File: config.mk
export PLATFORM = sky130hd
export DESIGN_NAME = pulse_time_sync_corrector_flat
export DESIGN_NICKNAME = d
export VERILOG_FILES = /design/src/ptsc_pkg.sv /design/src/ptsc_req_if.sv /design/src/ptsc_rsp_if.sv /design/src/ptsc_csr_if.sv /design/src/ptsc_div.sv /design/src/pulse_time_sync_corrector.sv /design/src/flat_wrapper.sv
export SDC_FILE = /design/constraint.sdc
export NUM_CORES = 1
export LEC_CHECK = 0
export BUFFER_PORTS_ARGS = -buffer_cell sky130_fd_sc_hd__buf_2
export CORE_AREA = 2 2 251 253
export DETAILED_ROUTE_END_ITERATION = 8
export DIE_AREA = 0 0 253 255
export GPL_TIMING_DRIVEN = 0
export HOLD_SLACK_MARGIN = 0.1
export SLEW_MARGIN = 10
export SYNTH_ARGS = -nofsm -noshare
export SYNTH_HDL_FRONTEND = slang
export SYNTH_SLANG_ARGS = --single-unit
File: constraint.sdc
create_clock -name clock -period 12.9 [get_ports clock]
set_input_delay 3.87 -clock clock [delete_from_list [all_inputs] [get_ports clock]]
set_output_delay 3.87 -clock clock [all_outputs]
set_load 0.03 [all_outputs]
File: src/ptsc_pkg.sv
// shared widths, reset values, codes and divider link types for the pulse time sync corrector
`default_nettype none

package ptsc_pkg;

   localparam int TIME_W      = 44;
   localparam int CORR_W      = TIME_W + 1;
   localparam int SUM_W       = 24;
   localparam int THR_W       = 16;
   localparam int LIMIT_W     = 4;
   localparam int OUTCOME_W   = 3;
   localparam int CSR_INDEX_W = 2;
   localparam int CSR_DATA_W  = THR_W;
   localparam int DIV_CNT_W   = $clog2(SUM_W);

   localparam logic [THR_W-1:0]   STEP_THR_RESET   = THR_W'(5000);
   localparam logic [THR_W-1:0]   TOLERANCE_RESET  = THR_W'(200);
   localparam logic [LIMIT_W-1:0] MISS_LIMIT_RESET = LIMIT_W'(5);

   typedef enum logic [CSR_INDEX_W-1:0] {
      CSR_STEP_THR   = 2'd0,
      CSR_TOLERANCE  = 2'd1,
      CSR_MISS_LIMIT = 2'd2
   } csr_index_type;

   typedef enum logic [OUTCOME_W-1:0] {
      OUT_NONE       = 3'd0,
      OUT_IN_TOL     = 3'd1,
      OUT_ACCUM      = 3'd2,
      OUT_LARGE_STEP = 3'd3,
      OUT_AVG_STEP   = 3'd4
   } outcome_type;

   typedef struct packed {
      logic                     start;
      logic signed [SUM_W-1:0]  dividend;
      logic [LIMIT_W-1:0]       divisor;
   } div_req_type;

   typedef struct packed {
      logic                     done;
      logic signed [SUM_W-1:0]  quotient;
   } div_rsp_type;

endpackage

`default_nettype wire

File: src/ptsc_req_if.sv
// input channel: pulse and sync events
`default_nettype none

interface ptsc_req_if;
   logic                          valid;
   logic                          ready;
   logic                          action;
   logic [ptsc_pkg::TIME_W-1:0]   local_ms;
   logic [ptsc_pkg::TIME_W-1:0]   reference_ms;

   modport source (output valid, output action, output local_ms, output reference_ms,
                   input ready);
   modport sink   (input valid, input action, input local_ms, input reference_ms,
                   output ready);
endinterface

`default_nettype wire

File: src/ptsc_rsp_if.sv
// result channel: clock corrections
`default_nettype none

interface ptsc_rsp_if;
   logic                                valid;
   logic                                ready;
   logic                                set_clock;
   logic [ptsc_pkg::TIME_W-1:0]         new_time_ms;
   logic signed [ptsc_pkg::CORR_W-1:0]  correction_ms;
   logic [ptsc_pkg::OUTCOME_W-1:0]      outcome;

   modport source (output valid, output set_clock, output new_time_ms,
                   output correction_ms, output outcome, input ready);
   modport sink   (input valid, input set_clock, input new_time_ms,
                   input correction_ms, input outcome, output ready);
endinterface

`default_nettype wire

File: src/ptsc_csr_if.sv
// configuration write channel
`default_nettype none

interface ptsc_csr_if;
   logic                               valid;
   logic                               ready;
   logic [ptsc_pkg::CSR_INDEX_W-1:0]   index;
   logic [ptsc_pkg::CSR_DATA_W-1:0]    data;

   modport source (output valid, output index, output data, input ready);
   modport sink   (input valid, input index, input data, output ready);
endinterface

`default_nettype wire

File: src/ptsc_div.sv
// serial restoring divider: signed sum by unsigned miss count, truncating toward zero
`default_nettype none

module ptsc_div (
   input  wire logic                  clock,
   input  wire logic                  reset,
   input  wire ptsc_pkg::div_req_type req,
   output ptsc_pkg::div_rsp_type      rsp
);

   localparam int SumW  = ptsc_pkg::SUM_W;
   localparam int LimW  = ptsc_pkg::LIMIT_W;
   localparam int CntW  = ptsc_pkg::DIV_CNT_W;
   localparam logic [CntW-1:0] LastStep = CntW'(SumW - 1);

   logic                busy_ff;
   logic                done_ff;
   logic                neg_ff;
   logic [CntW-1:0]     cnt_ff;
   logic [LimW-1:0]     rem_ff;
   logic [LimW-1:0]     div_ff;
   logic [SumW-1:0]     quo_ff;

   logic [SumW-1:0]     mag_in;
   logic [LimW:0]       rem_shift;
   logic                fits;
   logic [LimW:0]       rem_diff;
   logic [LimW-1:0]     rem_in;

   always_comb begin
      mag_in    = req.dividend[SumW-1] ? (~req.dividend + 1'b1) : req.dividend;
      rem_shift = {rem_ff, quo_ff[SumW-1]};
      fits      = rem_shift >= {1'b0, div_ff};
      rem_diff  = rem_shift - {1'b0, div_ff};
      rem_in    = fits ? rem_diff[LimW-1:0] : rem_shift[LimW-1:0];
   end

   always_ff @(posedge clock) begin
      if (reset) begin
         busy_ff <= 1'b0;
         done_ff <= 1'b0;
      end else begin
         done_ff <= 1'b0;
         if (req.start) begin
            busy_ff <= 1'b1;
            cnt_ff  <= '0;
            rem_ff  <= '0;
            quo_ff  <= mag_in;
            div_ff  <= req.divisor;
            neg_ff  <= req.dividend[SumW-1];
         end else if (busy_ff) begin
            rem_ff <= rem_in;
            quo_ff <= {quo_ff[SumW-2:0], fits};
            cnt_ff <= cnt_ff + 1'b1;
            if (cnt_ff == LastStep) begin
               busy_ff <= 1'b0;
               done_ff <= 1'b1;
            end
         end
      end
   end

   // sign restored on the way out
   assign rsp.done     = done_ff;
   assign rsp.quotient = neg_ff ? (~quo_ff + 1'b1) : quo_ff;

endmodule

`default_nettype wire

File: src/pulse_time_sync_corrector.sv
// top level: disciplines a local millisecond clock against reference time messages
//
//   channel  dir  transfer when        payload
//   req_if   in   valid && ready       action, local_ms, reference_ms
//   rsp_if   out  valid && ready       set_clock, new_time_ms, correction_ms, outcome
//   csr_if   in   valid (ready tied)   index, data
//
// pulse and unmatched sync: from transfer to output register through offset, emit
// in-tolerance and accumulated items: offset, classify, emit
// large step: offset, classify, apply, emit; the shared 45-bit adder forms the offset
//   and then the new time; averaged step: offset, classify, divide, apply, emit,
//   with divide waiting on the 24-step serial divider (one quotient bit per cycle)
// one item in flight; req ready only while the sequencer is idle, the next item can be
//   taken while a result still sits in the output register
// synchronous active-high reset restores thresholds to their defaults and clears
//   pending pulse, miss count and offset sum
`default_nettype none

module pulse_time_sync_corrector (
   input  wire logic   clock,
   input  wire logic   reset,
   ptsc_req_if.sink    req_if,
   ptsc_rsp_if.source  rsp_if,
   ptsc_csr_if.sink    csr_if
);

   localparam int TimeW = ptsc_pkg::TIME_W;
   localparam int CorrW = ptsc_pkg::CORR_W;
   localparam int SumW  = ptsc_pkg::SUM_W;
   localparam int ThrW  = ptsc_pkg::THR_W;
   localparam int LimW  = ptsc_pkg::LIMIT_W;

   typedef enum logic [2:0] {
      S_IDLE,
      S_OFFSET,
      S_CLASSIFY,
      S_DIVIDE,
      S_APPLY,
      S_EMIT
   } state_type;

   state_type                 state_ff;

   // configuration
   logic [ThrW-1:0]           step_thr_ff;
   logic [ThrW-1:0]           tol_ff;
   logic [LimW-1:0]           miss_limit_ff;

   // discipline state
   logic                      pending_ff;
   logic [TimeW-1:0]          capture_ff;
   logic [LimW-1:0]           miss_count_ff;
   logic signed [SumW-1:0]    offset_sum_ff;

   // item being worked on
   logic                      action_ff;
   logic [TimeW-1:0]          local_ff;
   logic [TimeW-1:0]          ref_ff;
   logic signed [CorrW-1:0]   off_ff;

   // finished result, waiting for the output register
   logic                      res_set_ff;
   logic [TimeW-1:0]          res_time_ff;
   logic signed [CorrW-1:0]   res_corr_ff;
   ptsc_pkg::outcome_type     res_outcome_ff;

   // output register
   logic                      rsp_valid_ff;
   logic                      rsp_set_ff;
   logic [TimeW-1:0]          rsp_time_ff;
   logic signed [CorrW-1:0]   rsp_corr_ff;
   ptsc_pkg::outcome_type     rsp_outcome_ff;

   ptsc_pkg::div_req_type     div_req_ff;
   ptsc_pkg::div_rsp_type     div_rsp;

   logic                      req_xfer;
   logic                      rsp_xfer;
   logic                      rsp_free;

   // shared adder: reference minus capture, then local plus correction
   logic                      add_sub;
   logic [CorrW-1:0]          add_a;
   logic [CorrW-1:0]          add_b;
   logic [CorrW-1:0]          add_sum;

   logic [CorrW-1:0]          mag_in;
   logic                      over_step;
   logic                      over_tol;
   logic signed [SumW-1:0]    sum_in;
   logic [LimW-1:0]           count_in;
   logic [LimW-1:0]           limit_eff;
   logic                      limit_hit;

   assign req_xfer = req_if.valid && req_if.ready;
   assign rsp_xfer = rsp_valid_ff && rsp_if.ready;
   assign rsp_free = !rsp_valid_ff || rsp_if.ready;

   assign req_if.ready = (state_ff == S_IDLE);
   assign csr_if.ready = 1'b1;

   always_comb begin
      add_sub = (state_ff != S_APPLY);
      add_a   = (state_ff == S_APPLY) ? {1'b0, local_ff} : {1'b0, ref_ff};
      add_b   = (state_ff == S_APPLY) ? res_corr_ff : {1'b0, capture_ff};
      add_sum = add_a + (add_sub ? ~add_b : add_b) + {{(CorrW-1){1'b0}}, add_sub};
   end

   always_comb begin
      mag_in    = off_ff[CorrW-1] ? (~off_ff + 1'b1) : off_ff;
      over_step = mag_in > {{(CorrW-ThrW){1'b0}}, step_thr_ff};
      over_tol  = mag_in > {{(CorrW-ThrW){1'b0}}, tol_ff};
      // wraps within the sum width
      sum_in    = offset_sum_ff + off_ff[SumW-1:0];
      count_in  = miss_count_ff + 1'b1;
      // a zero limit behaves as one
      limit_eff = (miss_limit_ff == '0) ? LimW'(1) : miss_limit_ff;
      limit_hit = count_in >= limit_eff;
   end

   // configuration writes
   always_ff @(posedge clock) begin
      if (reset) begin
         step_thr_ff   <= ptsc_pkg::STEP_THR_RESET;
         tol_ff        <= ptsc_pkg::TOLERANCE_RESET;
         miss_limit_ff <= ptsc_pkg::MISS_LIMIT_RESET;
      end else if (csr_if.valid && csr_if.ready) begin
         case (csr_if.index)
            ptsc_pkg::CSR_STEP_THR:   step_thr_ff   <= csr_if.data;
            ptsc_pkg::CSR_TOLERANCE:  tol_ff        <= csr_if.data;
            ptsc_pkg::CSR_MISS_LIMIT: miss_limit_ff <= csr_if.data[LimW-1:0];
            default: ;
         endcase
      end
   end

   // sequencer
   always_ff @(posedge clock) begin
      if (reset) begin
         state_ff         <= S_IDLE;
         pending_ff       <= 1'b0;
         capture_ff       <= '0;
         miss_count_ff    <= '0;
         offset_sum_ff    <= '0;
         rsp_valid_ff     <= 1'b0;
         div_req_ff.start <= 1'b0;
      end else begin
         // divider kicked off only on the averaged-step branch of classify
         div_req_ff.start <= (state_ff == S_CLASSIFY) && !over_step && over_tol && limit_hit;

         // output register loads on emit, otherwise empties on a transfer
         if ((state_ff == S_EMIT) && rsp_free) begin
            rsp_valid_ff <= 1'b1;
         end else if (rsp_xfer) begin
            rsp_valid_ff <= 1'b0;
         end

         case (state_ff)
            S_IDLE: begin
               if (req_xfer) begin
                  action_ff <= req_if.action;
                  local_ff  <= req_if.local_ms;
                  ref_ff    <= req_if.reference_ms;
                  state_ff  <= S_OFFSET;
               end
            end

            S_OFFSET: begin
               res_set_ff     <= 1'b0;
               res_time_ff    <= '0;
               res_corr_ff    <= '0;
               res_outcome_ff <= ptsc_pkg::OUT_NONE;
               if (!action_ff) begin
                  // pulse: capture overwrites any earlier one
                  capture_ff <= local_ff;
                  pending_ff <= 1'b1;
                  state_ff   <= S_EMIT;
               end else if (!pending_ff) begin
                  // sync with no pulse to match
                  state_ff <= S_EMIT;
               end else begin
                  pending_ff <= 1'b0;
                  off_ff     <= add_sum;
                  state_ff   <= S_CLASSIFY;
               end
            end

            S_CLASSIFY: begin
               if (over_step) begin
                  miss_count_ff  <= '0;
                  offset_sum_ff  <= '0;
                  res_corr_ff    <= off_ff;
                  res_outcome_ff <= ptsc_pkg::OUT_LARGE_STEP;
                  state_ff       <= S_APPLY;
               end else if (over_tol) begin
                  if (limit_hit) begin
                     div_req_ff.dividend <= sum_in;
                     div_req_ff.divisor  <= count_in;
                     miss_count_ff       <= '0;
                     offset_sum_ff       <= '0;
                     res_outcome_ff      <= ptsc_pkg::OUT_AVG_STEP;
                     state_ff            <= S_DIVIDE;
                  end else begin
                     miss_count_ff  <= count_in;
                     offset_sum_ff  <= sum_in;
                     res_outcome_ff <= ptsc_pkg::OUT_ACCUM;
                     state_ff       <= S_EMIT;
                  end
               end else begin
                  miss_count_ff  <= '0;
                  offset_sum_ff  <= '0;
                  res_outcome_ff <= ptsc_pkg::OUT_IN_TOL;
                  state_ff       <= S_EMIT;
               end
            end

            S_DIVIDE: begin
               if (div_rsp.done) begin
                  res_corr_ff <= {{(CorrW-SumW){div_rsp.quotient[SumW-1]}}, div_rsp.quotient};
                  state_ff    <= S_APPLY;
               end
            end

            S_APPLY: begin
               // new time wraps at the clock width
               res_set_ff  <= 1'b1;
               res_time_ff <= add_sum[TimeW-1:0];
               state_ff    <= S_EMIT;
            end

            S_EMIT: begin
               if (rsp_free) begin
                  rsp_set_ff     <= res_set_ff;
                  rsp_time_ff    <= res_time_ff;
                  rsp_corr_ff    <= res_corr_ff;
                  rsp_outcome_ff <= res_outcome_ff;
                  state_ff       <= S_IDLE;
               end
            end

            default: state_ff <= S_IDLE;
         endcase
      end
   end

   ptsc_div u_div (
      .clock (clock),
      .reset (reset),
      .req   (div_req_ff),
      .rsp   (div_rsp)
   );

   assign rsp_if.valid         = rsp_valid_ff;
   assign rsp_if.set_clock     = rsp_set_ff;
   assign rsp_if.new_time_ms   = rsp_time_ff;
   assign rsp_if.correction_ms = rsp_corr_ff;
   assign rsp_if.outcome       = rsp_outcome_ff;

`ifndef SYNTHESIS
   // no step means no time and no correction
   a_no_step_zero: assert property (@(posedge clock) disable iff (reset)
      rsp_if.valid && !rsp_if.set_clock |->
         rsp_if.new_time_ms == '0 && rsp_if.correction_ms == '0)
      else $error("result without a step carries nonzero time or correction");

   // set_clock exactly for the two stepping outcomes
   a_step_outcome: assert property (@(posedge clock) disable iff (reset)
      rsp_if.valid |-> rsp_if.set_clock ==
         (rsp_if.outcome == ptsc_pkg::OUT_LARGE_STEP ||
          rsp_if.outcome == ptsc_pkg::OUT_AVG_STEP))
      else $error("set_clock disagrees with outcome");

   // one item at a time
   a_busy_after_take: assert property (@(posedge clock) disable iff (reset)
      req_if.valid && req_if.ready |=> !req_if.ready)
      else $error("request taken while an item is in work");

   // quotient only arrives while the sequencer waits for it
   a_div_done_state: assert property (@(posedge clock) disable iff (reset)
      div_rsp.done |-> state_ff == S_DIVIDE)
      else $error("divider finished outside the divide step");

   // the stored count always stays below the largest limit
   a_count_range: assert property (@(posedge clock) disable iff (reset)
      miss_count_ff != '1)
      else $error("miss count reached its ceiling");
`endif

endmodule

`default_nettype wire

File: src/flat_wrapper.sv
// flat-port wrapper written by rule: the top's interface ports become plain ports
module pulse_time_sync_corrector_flat 
  (clock, reset, req_if_valid, req_if_action, req_if_local_ms, req_if_reference_ms, req_if_ready, rsp_if_valid, rsp_if_set_clock, rsp_if_new_time_ms, rsp_if_correction_ms, rsp_if_outcome, rsp_if_ready, csr_if_valid, csr_if_index, csr_if_data, csr_if_ready);
  ptsc_req_if req_if_i ();
  ptsc_rsp_if rsp_if_i ();
  ptsc_csr_if csr_if_i ();
  input  wire logic clock;
  input  wire logic reset;
  input wire logic [$bits(req_if_i.valid)-1:0] req_if_valid;
  input wire logic [$bits(req_if_i.action)-1:0] req_if_action;
  input wire logic [$bits(req_if_i.local_ms)-1:0] req_if_local_ms;
  input wire logic [$bits(req_if_i.reference_ms)-1:0] req_if_reference_ms;
  output wire logic [$bits(req_if_i.ready)-1:0] req_if_ready;
  output wire logic [$bits(rsp_if_i.valid)-1:0] rsp_if_valid;
  output wire logic [$bits(rsp_if_i.set_clock)-1:0] rsp_if_set_clock;
  output wire logic [$bits(rsp_if_i.new_time_ms)-1:0] rsp_if_new_time_ms;
  output wire logic [$bits(rsp_if_i.correction_ms)-1:0] rsp_if_correction_ms;
  output wire logic [$bits(rsp_if_i.outcome)-1:0] rsp_if_outcome;
  input wire logic [$bits(rsp_if_i.ready)-1:0] rsp_if_ready;
  input wire logic [$bits(csr_if_i.valid)-1:0] csr_if_valid;
  input wire logic [$bits(csr_if_i.index)-1:0] csr_if_index;
  input wire logic [$bits(csr_if_i.data)-1:0] csr_if_data;
  output wire logic [$bits(csr_if_i.ready)-1:0] csr_if_ready;
  assign req_if_i.valid = req_if_valid;
  assign req_if_i.action = req_if_action;
  assign req_if_i.local_ms = req_if_local_ms;
  assign req_if_i.reference_ms = req_if_reference_ms;
  assign req_if_ready = req_if_i.ready;
  assign rsp_if_valid = rsp_if_i.valid;
  assign rsp_if_set_clock = rsp_if_i.set_clock;
  assign rsp_if_new_time_ms = rsp_if_i.new_time_ms;
  assign rsp_if_correction_ms = rsp_if_i.correction_ms;
  assign rsp_if_outcome = rsp_if_i.outcome;
  assign rsp_if_i.ready = rsp_if_ready;
  assign csr_if_i.valid = csr_if_valid;
  assign csr_if_i.index = csr_if_index;
  assign csr_if_i.data = csr_if_data;
  assign csr_if_ready = csr_if_i.ready;
  pulse_time_sync_corrector u_core (.clock(clock), .reset(reset), .req_if(req_if_i), .rsp_if(rsp_if_i), .csr_if(csr_if_i));
endmodule
==> results of run 1 <==
## placed cells by master (no fill, tap or decap), drive strengths merged, types with 9 or more instances in the layout
cell	instances
nor2b	17
o31ai	22
a211oi	13
a22oi	28
a21oi	218
o22ai	11
a31oi	15
clkinv	19
nand3	27
a211o	11
bufinv	9
nand2b	14
clkbuf	153
dfxtp	116
nor3	40
o21bai	11
ha	111
nor2	179
nand2	353
nor4	22
or4	19
nand4	16
o21ai	70
or2	11
a21o	57
xnor2	67
and2	47
edfxtp	386
xor2	67
a2111oi	10
inv	75
o21a	12
or3	24
buf	254
## kinds of logic (layout without fill, tap and decap cells)
family | count (synthesis) | in the layout | synth area share, %
AND/OR/NAND/NOR | 802 | 802 | 15.2
AO/OA/AOI/OAI | 532 | 532 | 13.7
flip-flops | 502 | 502 | 56.9
buffers and inverters | 177 | 517 | 2.81
XOR/XNOR | 134 | 134 | 4.80
adder cells (fa/ha/maj) | 114 | 114 | 5.93
multiplexers | 12 | 12 | 0.512
other | 1 | 1 | 0.0153
## worst max path at each step
stage | slack [ns] | cells after the start | to | start
4_1_cts | 5.62 | 19 | u_core.off_ff[44] | u_core.state_ff[1]
6_report | 5.51 | 19 | u_core.off_ff[44] | u_core.state_ff[1]
2_1_floorplan | 1.45 | 3 | u_core.action_ff | reset
5_1_grt | 5.15 | 17 | u_core.off_ff[44] | u_core.state_ff[1]
3_3_place_gp | -2.62 | 3 | u_core.local_ff[24] | reset
3_5_place_dp | 5.67 | 19 | u_core.off_ff[44] | u_core.state_ff[1]
## cells in the mapped netlist (6+ instances only)
master,number
a22oi_1,28
ha_1,111
dfxtp_1,116
nand2_1,353
and3_1,6
nand2b_1,14
a2111oi_0,7
mux2i_1,8
or4_1,17
o41ai_1,8
nand4_1,16
nand3b_1,8
o21a_1,12
o211ai_1,8
nor3_1,38
o21bai_1,11
a211oi_1,11
buf_1,8
a211o_1,11
inv_1,71
a21oi_1,218
xor2_1,67
o22ai_1,11
nor2_1,179
nor2b_1,17
a31oi_1,15
and2_1,47
and4_1,6
edfxtp_1,386
nor4_1,21
nand3_1,26
o21ai_0,70
or3_1,24
a21o_1,57
o31ai_1,22
or2_2,10
clkbuf_1,92
xnor2_1,67
## metal layers
metal  vias to the layer above  wire length [um]
li1                       8864                 -
met1                      9251             32700
met2                       662             35200
met3                       105              4820
met4                         0              1930
met5                         -                 0
## sequential cells by signal (all words and copies together) (netlist names), 4 cells and up
name and count:
u_core.miss_limit_ff 4, u_core.capture_ff 44, u_core.res_time_ff 44, u_core.miss_count_ff 4, u_core.res_corr_ff 45, u_core.tol_ff 16, u_core.rsp_if.new_time_ms 44, u_core.off_ff 45
u_core.offset_sum_ff 24, u_core.step_thr_ff 16, u_core.u_div.cnt_ff 5, u_core.u_div.quo_ff 24, u_core.u_div.rem_ff 4, u_core.u_div.div_ff 4, u_core.rsp_if.correction_ms 45, u_core.local_ff 44
u_core.div_req_ff 29, u_core.ref_ff 44
## area by class of cell
class                      instances  area, um2  area share, %
buffer                           106        420           1.47
clock buffer                      61       1380           4.80
clock inverter                    39        454           1.58
inverter                          71        267          0.929
multi-input combinational       1595       9880           34.5
sequential                       502      13900           48.5
tap                              799       1000           3.49
timing repair buffer             240       1370           4.77
## power by group
part | switching, mW | leakage (nW) | internal (mW) | total [mW]
registers | 0.0322 | 4.49 | 1.83 | 1.86
logic | 0.375 | 5.41 | 0.200 | 0.575
clock network | 0.673 | 0.882 | 0.950 | 1.62
total | 1.08 | 10.8 | 2.98 | 4.06
## through the flow
step | utilization [%] | hold WS (ns) | setup slack [ns] | setup TNS (ns) | total power, mW
after global placement | 42.6 | 0.408 | -2.62 | -468.01 | 2.46
after global routing | 46.1 | 0.427 | 5.15 | 0 | 4.21
after CTS | 46.1 | 0.419 | 5.62 | 0 | 4.09
after floorplan | - | 0.400 | 1.45 | 0 | 2.26
after detailed placement | 43.2 | 0.405 | 5.67 | 0 | 2.46
final | 46.1 | 0.417 | 5.51 | 0 | 4.06
==> flow_metrics.py, run 1 <==
metrics = {
    "critical_path": {
        "crit_required_ns": 13.25,
        "worst_setup_path_end_kind": "register",
        "r2r-end": "u_core.off_ff[44]",
        "critPathMaxStageDelay_ns": 0.78,
        "worstPathCellList": "clkbuf_1, or3b_2, clkbuf_1, inv_1, clkbuf_1, clkbuf_1, nand2_1, nand2_1, ha_1, a211oi_1, o21ai_0, a311oi_1, a31oi_1, a32oi_1, o211ai_1, a2111oi_0, o31ai_1, a21oi_1, xor2_1",
        "cpMostUsedCell": "clkbuf_1",
        "rr_startpoint": "u_core.state_ff[1]",
        "reg2reg_depth": 19,
        "crit_type": "register to register",
        "start_kind": "register",
        "cp_data_arrival_time_ns": 7.75,
        "slowest_stage": "a2111oi_0",
        "cp_top_family": "compound AO/OA/AOI/OAI gates",
        "cp_max_fo": 10,
        "r2r_setup_slack_ns": 5.51,
        "cp.buffers_inverters": 5,
    },
    "cells_and_area": {
        "antenna_cells": 0,
        "fin_area_um2": 28700,
        "final_cells": 3413,
        "fin_nets": 2795,
        "syn_to_final_growth_pct": 17.4,
        "drive_gt1_share_pct": 14.1,
        "fillers": 5780,
    },
    "routing": {
        "dr.pass1.iters": 5,
        "wl_um": 74700,
        "drt-initial-drc-count": 1534,
        "num_vias": 18900,
        "wl_per_cell_um": 21.9,
        "antenna_left": 0,
        "drcViolationCount": 0,
        "vias_per_cell": 5.53,
    },
    "placed_design": {
        "io_buffer_count": 205,
        "dpl.hpwl_um": 56800,
        "place_area_um2": 26900,
        "gp_congestion": 0.941,
        "dp.cells": 3313,
    },
    "floorplan": {
        "num_rows": 92,
        "ios": 208,
        "die_w_um": 253,
        "start_util_pct": 39.3,
        "die_area_um2": 64500,
        "core_area_um2": 62200,
        "die_h_um": 255,
    },
    "timing": {
        "fin_skew_ns": 0.0239,
        "max_freq_ghz": 0.135,
        "finalHoldViolCount": 0,
        "slew_headroom_pct": 24.1,
        "min_period_ns": 7.39,
        "worst_pin_slew_ns": 1.14,
        "report.final.slew_viol_count": 0,
        "rsz0062_at_grt": "no",
        "finalCritPeriodShare_pct": 57.3,
        "setup-violations-final": 0,
    },
    "power": {
        "peakVddDrop_mv": 0.0976,
        "p_leak_nw": 10.8,
        "powerDensity_nw_per_um2": 142,
    },
    "logic_synthesis": {
        "async_flop_share_pct": 0,
        "syn-num-nets": 2500,
        "ys_seq_elements": 502,
        "ys.warnings.count": 0,
        "synth_edf_count": 386,
        "synth_area_leader_cell": "edfxtp_1",
        "synth_area_um2": 24400,
        "synth.avg_cell_area_um2": 10.7,
        "synth_top_area_share_pct": 47.4,
        "synthTopCellsByArea": "edfxtp_1 (47%), dfxtp_1 (9.5%), ha_1 (5.7%)",
        "synth-seq-area-share_pct": 56.9,
        "ys.flop_type": "edfxtp_1",
        "synth_cells": 2274,
        "yosysUniqueCellTypes": 82,
    },
    "clocking": {
        "hold_buffers": 0,
        "ctsResizeCount": 0,
        "clock-sinks": 502,
        "cts_max_level": 2,
        "clk-insertion-delay-late_ns": 0.62,
        "root_buffer": "clkbuf_16",
        "cts_tree": "built",
        "cts_max_path_buffers": 3,
        "post_cts_buffers": 0,
        "clk_pin_slew_worst_paths_ns": 0.06,
        "cts_made_buffers": 53,
    },
    "grt": {
        "grt_max_degree": 24,
        "use_met3_pct": 3.37,
        "antenna_found_initial": 2,
        "grt_first_pass_wirelength_um": 111000,
        "met1_usage_pct": 31.0,
        "busiest_layer": "met2",
        "use_met2_pct": 37.8,
        "grt_pass1_vias": 18500,
        "grtUsageTotal_pct": 22.8,
        "overflow": 0,
    },
    "worst_hold_path": {
        "min_to": "u_core.rsp_if.new_time_ms[40]",
        "hold_path_startpoint": "u_core.res_time_ff[40]",
        "hold_depth": 0,
        "hp-class": "register to register",
    },
    "run": {
        "cap_viol_max_count": 0,
    },
    "status": {
        "status": "completed",
    },
}
No activity file was read; power rests on OpenSTA's default activity.
==> run 2: changes to the inputs <==
ABC_AREA = 1   (was unset)
CORE_AREA = 2 2 257 259   (was 2 2 251 253)
DIE_AREA = 0 0 259 261   (was 0 0 253 255)
clock period = 6.6 ns   (was 12.9 ns; I/O delays follow)
==> run 2 against run 1 <==
  * Worst setup slack got worse by 4.9 ns
  * Final cell count rose by 18%
  * First-iteration DRC count rose by 23%
  * Non-clock buffer count fell by 40
  * Sequential share of layout area fell by 2.1 points
  * Sequential power rose by 100%
  * Critical path depth did not move
  * Critical endpoint is now u_core.res_time_ff[42]
  * Design area rose by 4.5%
  * Die area rose by 4.8%
==> flow_metrics.py, run 2 <==
metrics = {
    "power": {
        "p_clk_share_pct": 36.9,
        "powerDensity_nw_per_um2": 281,
        "p_seq_share_pct": 44.1,
        "power_frac_comb_pct": 19.1,
        "p_leak_nw": 12.2,
        "peakVddDrop_mv": 0.184,
        "p_sw_mw": 2.50,
        "power.internal_mw": 5.93,
        "netSwitchingFraction_pct": 29.6,
    },
    "critical_path": {
        "cp_data_arrival_time_ns": 6.38,
        "crit_required_ns": 6.96,
        "worst_setup_path_end_kind": "register",
        "worstPathCellList": "inv_1, nor2_1, buf_4, clkbuf_1, clkbuf_1, o21ai_0, ha_1, nand3_1, nand2_1, a21oi_1, o21ai_0, nand3_1, nand2_1, a21oi_1, o21ai_0, a21oi_1, o21ai_0, xor2_1, nor2_1",
        "cp_max_fo": 10,
        "critPathMaxStageDelay_ns": 0.65,
        "start_kind": "register",
        "crit_type": "register to register",
        "slowest_stage": "clkbuf_1",
        "cpMostUsedCell": "o21ai_0",
    },
    "grt": {
        "antenna_found_initial": 3,
        "grtUsageTotal_pct": 23.3,
        "grt_pass1_vias": 19700,
        "grt_first_pass_wirelength_um": 119000,
        "overflow": 0,
        "grt_max_degree": 32,
    },
    "floorplan": {
        "start_util_pct": 39.5,
        "core_area_um2": 65000,
        "ios": 208,
        "num_rows": 94,
        "die_w_um": 259,
        "die_area_um2": 67600,
        "die_h_um": 261,
    },
    "clocking": {
        "cts_tree": "built",
        "root_buffer": "clkbuf_16",
        "ctsResizeCount": 0,
        "cts_made_buffers": 55,
        "cts_max_level": 2,
        "post_cts_buffers": 0,
        "cts_max_path_buffers": 3,
        "clk_pin_slew_worst_paths_ns": 0.06,
        "clk-insertion-delay-late_ns": 0.62,
        "clock-sinks": 502,
        "hold_buffers": 0,
    },
    "cells_and_area": {
        "layout_commonest_cell": "nand2_1",
        "syn_to_final_growth_pct": 16.8,
        "fillers": 6291,
        "fin_area_um2": 30000,
        "drive_gt1_share_pct": 13.0,
        "final_cells": 4015,
        "fin_nets": 3331,
        "layout_common_cells": "nand2_1 (601), edfxtp_1 (386), nor2_1 (365)",
        "seq_area_um2": 13900,
        "multiInputGateArea_um2": 10400,
    },
    "logic_synthesis": {
        "async_flop_share_pct": 0,
        "syn-num-nets": 3051,
        "synth_edf_count": 386,
        "synth_cells": 2825,
        "synth_commonest_cells": "nand2_1 (601), edfxtp_1 (386), nor2_1 (368), inv_1 (282), o21ai_0 (247)",
        "ys.flop_type": "edfxtp_1",
        "ys_seq_elements": 502,
        "synth_top_area_share_pct": 45.2,
        "ys.warnings.count": 0,
        "synth.avg_cell_area_um2": 9.08,
        "synth_area_um2": 25700,
        "yosysUniqueCellTypes": 55,
        "synth-seq-area-share_pct": 54.2,
        "synth_area_leader_cell": "edfxtp_1",
        "synthTopCellsByArea": "edfxtp_1 (45%), dfxtp_1 (9.0%), nand2_1 (8.8%)",
        "synth_most_common_cell": "nand2_1",
    },
    "routing": {
        "wl_per_cell_um": 19.8,
        "drcViolationCount": 0,
        "num_vias": 20600,
        "wl_um": 79500,
        "drt-initial-drc-count": 1885,
        "vias_per_cell": 5.13,
        "antenna_left": 0,
        "dr.pass1.iters": 5,
    },
    "timing": {
        "max_freq_ghz": 0.166,
        "hold_ws_ns": 0.415,
        "setup-violations-final": 0,
        "finalCritPeriodShare_pct": 91.2,
        "finalSetupTns_ns": 0,
        "fin_skew_ns": 0.0154,
        "worst_pin_slew_ns": 1.21,
        "slew_headroom_pct": 19.0,
        "report.final.slew_viol_count": 0,
        "min_period_ns": 6.02,
        "finalHoldViolCount": 0,
        "rsz0062_at_grt": "no",
    },
    "run": {
        "cap_viol_max_count": 0,
    },
    "status": {
        "status": "completed",
    },
    "placed_design": {
        "dp.cells": 3912,
        "place_area_um2": 28100,
        "dpl.hpwl_um": 62700,
        "io_buffer_count": 205,
        "gp_congestion": 0.958,
    },
    "worst_hold_path": {
        "hp-class": "register to register",
    },
}
## run 2: kinds of logic (layout without fill, tap and decap cells)
family | Yosys count | in the layout | synth area share (%)
flip-flops | 502 | 502 | 54.2
XOR/XNOR | 103 | 103 | 3.52
AO/OA/AOI/OAI | 530 | 530 | 11.5
AND/OR/NAND/NOR | 1202 | 1202 | 19.6
adder cells (fa/ha/maj) | 114 | 114 | 5.65
other | 1 | 2 | 0.0146
buffers and inverters | 373 | 698 | 5.60
## run 2: critical path, delay by kind of cell (launching register included)
family	cells	cell delay, ns
buf+inv	4	1.65
compound gates	7	1.68
fa+ha+maj	1	0.42
simple gates	6	1.20
flops	1	0.45
xor+xnor	1	0.33
## run 2: stage by stage
| stage | power (mW) | util (%) | setup slack, ns |
|---|---|---|---|
| detailed placement | 5.37 | 43.3 | 0.687 |
| CTS | 8.47 | 46.1 | 0.689 |
| floorplan | 4.79 | - | 0.122 |
| global route | 8.78 | 46.1 | 0.293 |
| finish | 8.43 | 46.1 | 0.582 |
| global placement | 5.35 | 42.7 | -2.72 |
## run 2: layout make-up
| cell class | count | area share [%] |
|---|---|---|
| repair buffers | 223 | 4.46 |
| clock inverters | 28 | 0.818 |
| inverters | 290 | 3.63 |
| diodes | 1 | 0.00835 |
| flip-flops and latches | 502 | 46.4 |
| multi-input cells | 1950 | 34.6 |
| plain buffers | 83 | 1.16 |
| clock buffers | 74 | 5.28 |
| well taps | 864 | 3.61 |
## run 2: per-layer routing
layer | part of all wire, % | global-route usage [%] | vias up
li1 | - | - | 10100
met1 | 45 | 33.2 | 9636
met2 | 45 | 37.4 | 723
met3 | 7.0 | 3.29 | 122
met4 | 2.5 | 5.83 | 0
met5 | 0 | 0 | -
## run 2: path summary, 6_finish.rpt
check                          from                       endpoint  slack, ns  cells after the start
max reg2reg      u_core.state_ff[2]         u_core.res_time_ff[42]       0.58                     19
max              u_core.state_ff[2]         u_core.res_time_ff[42]       0.58                     19
min          u_core.res_time_ff[29]  u_core.rsp_if.new_time_ms[29]       0.41                      0
min reg2reg  u_core.res_time_ff[29]  u_core.rsp_if.new_time_ms[29]       0.41                      0
## run 2: power groups by stage
stage | combinational, mW | sequential (mW) | clock [mW]
4_1_cts | 1.60 | 3.71 | 3.16
3_5_place_dp | 1.59 | 3.78 | 0
2_1_floorplan | 1.03 | 3.75 | 0
5_1_grt | 1.78 | 3.72 | 3.27
3_3_place_gp | 1.56 | 3.80 | 0
6_report | 1.61 | 3.72 | 3.11
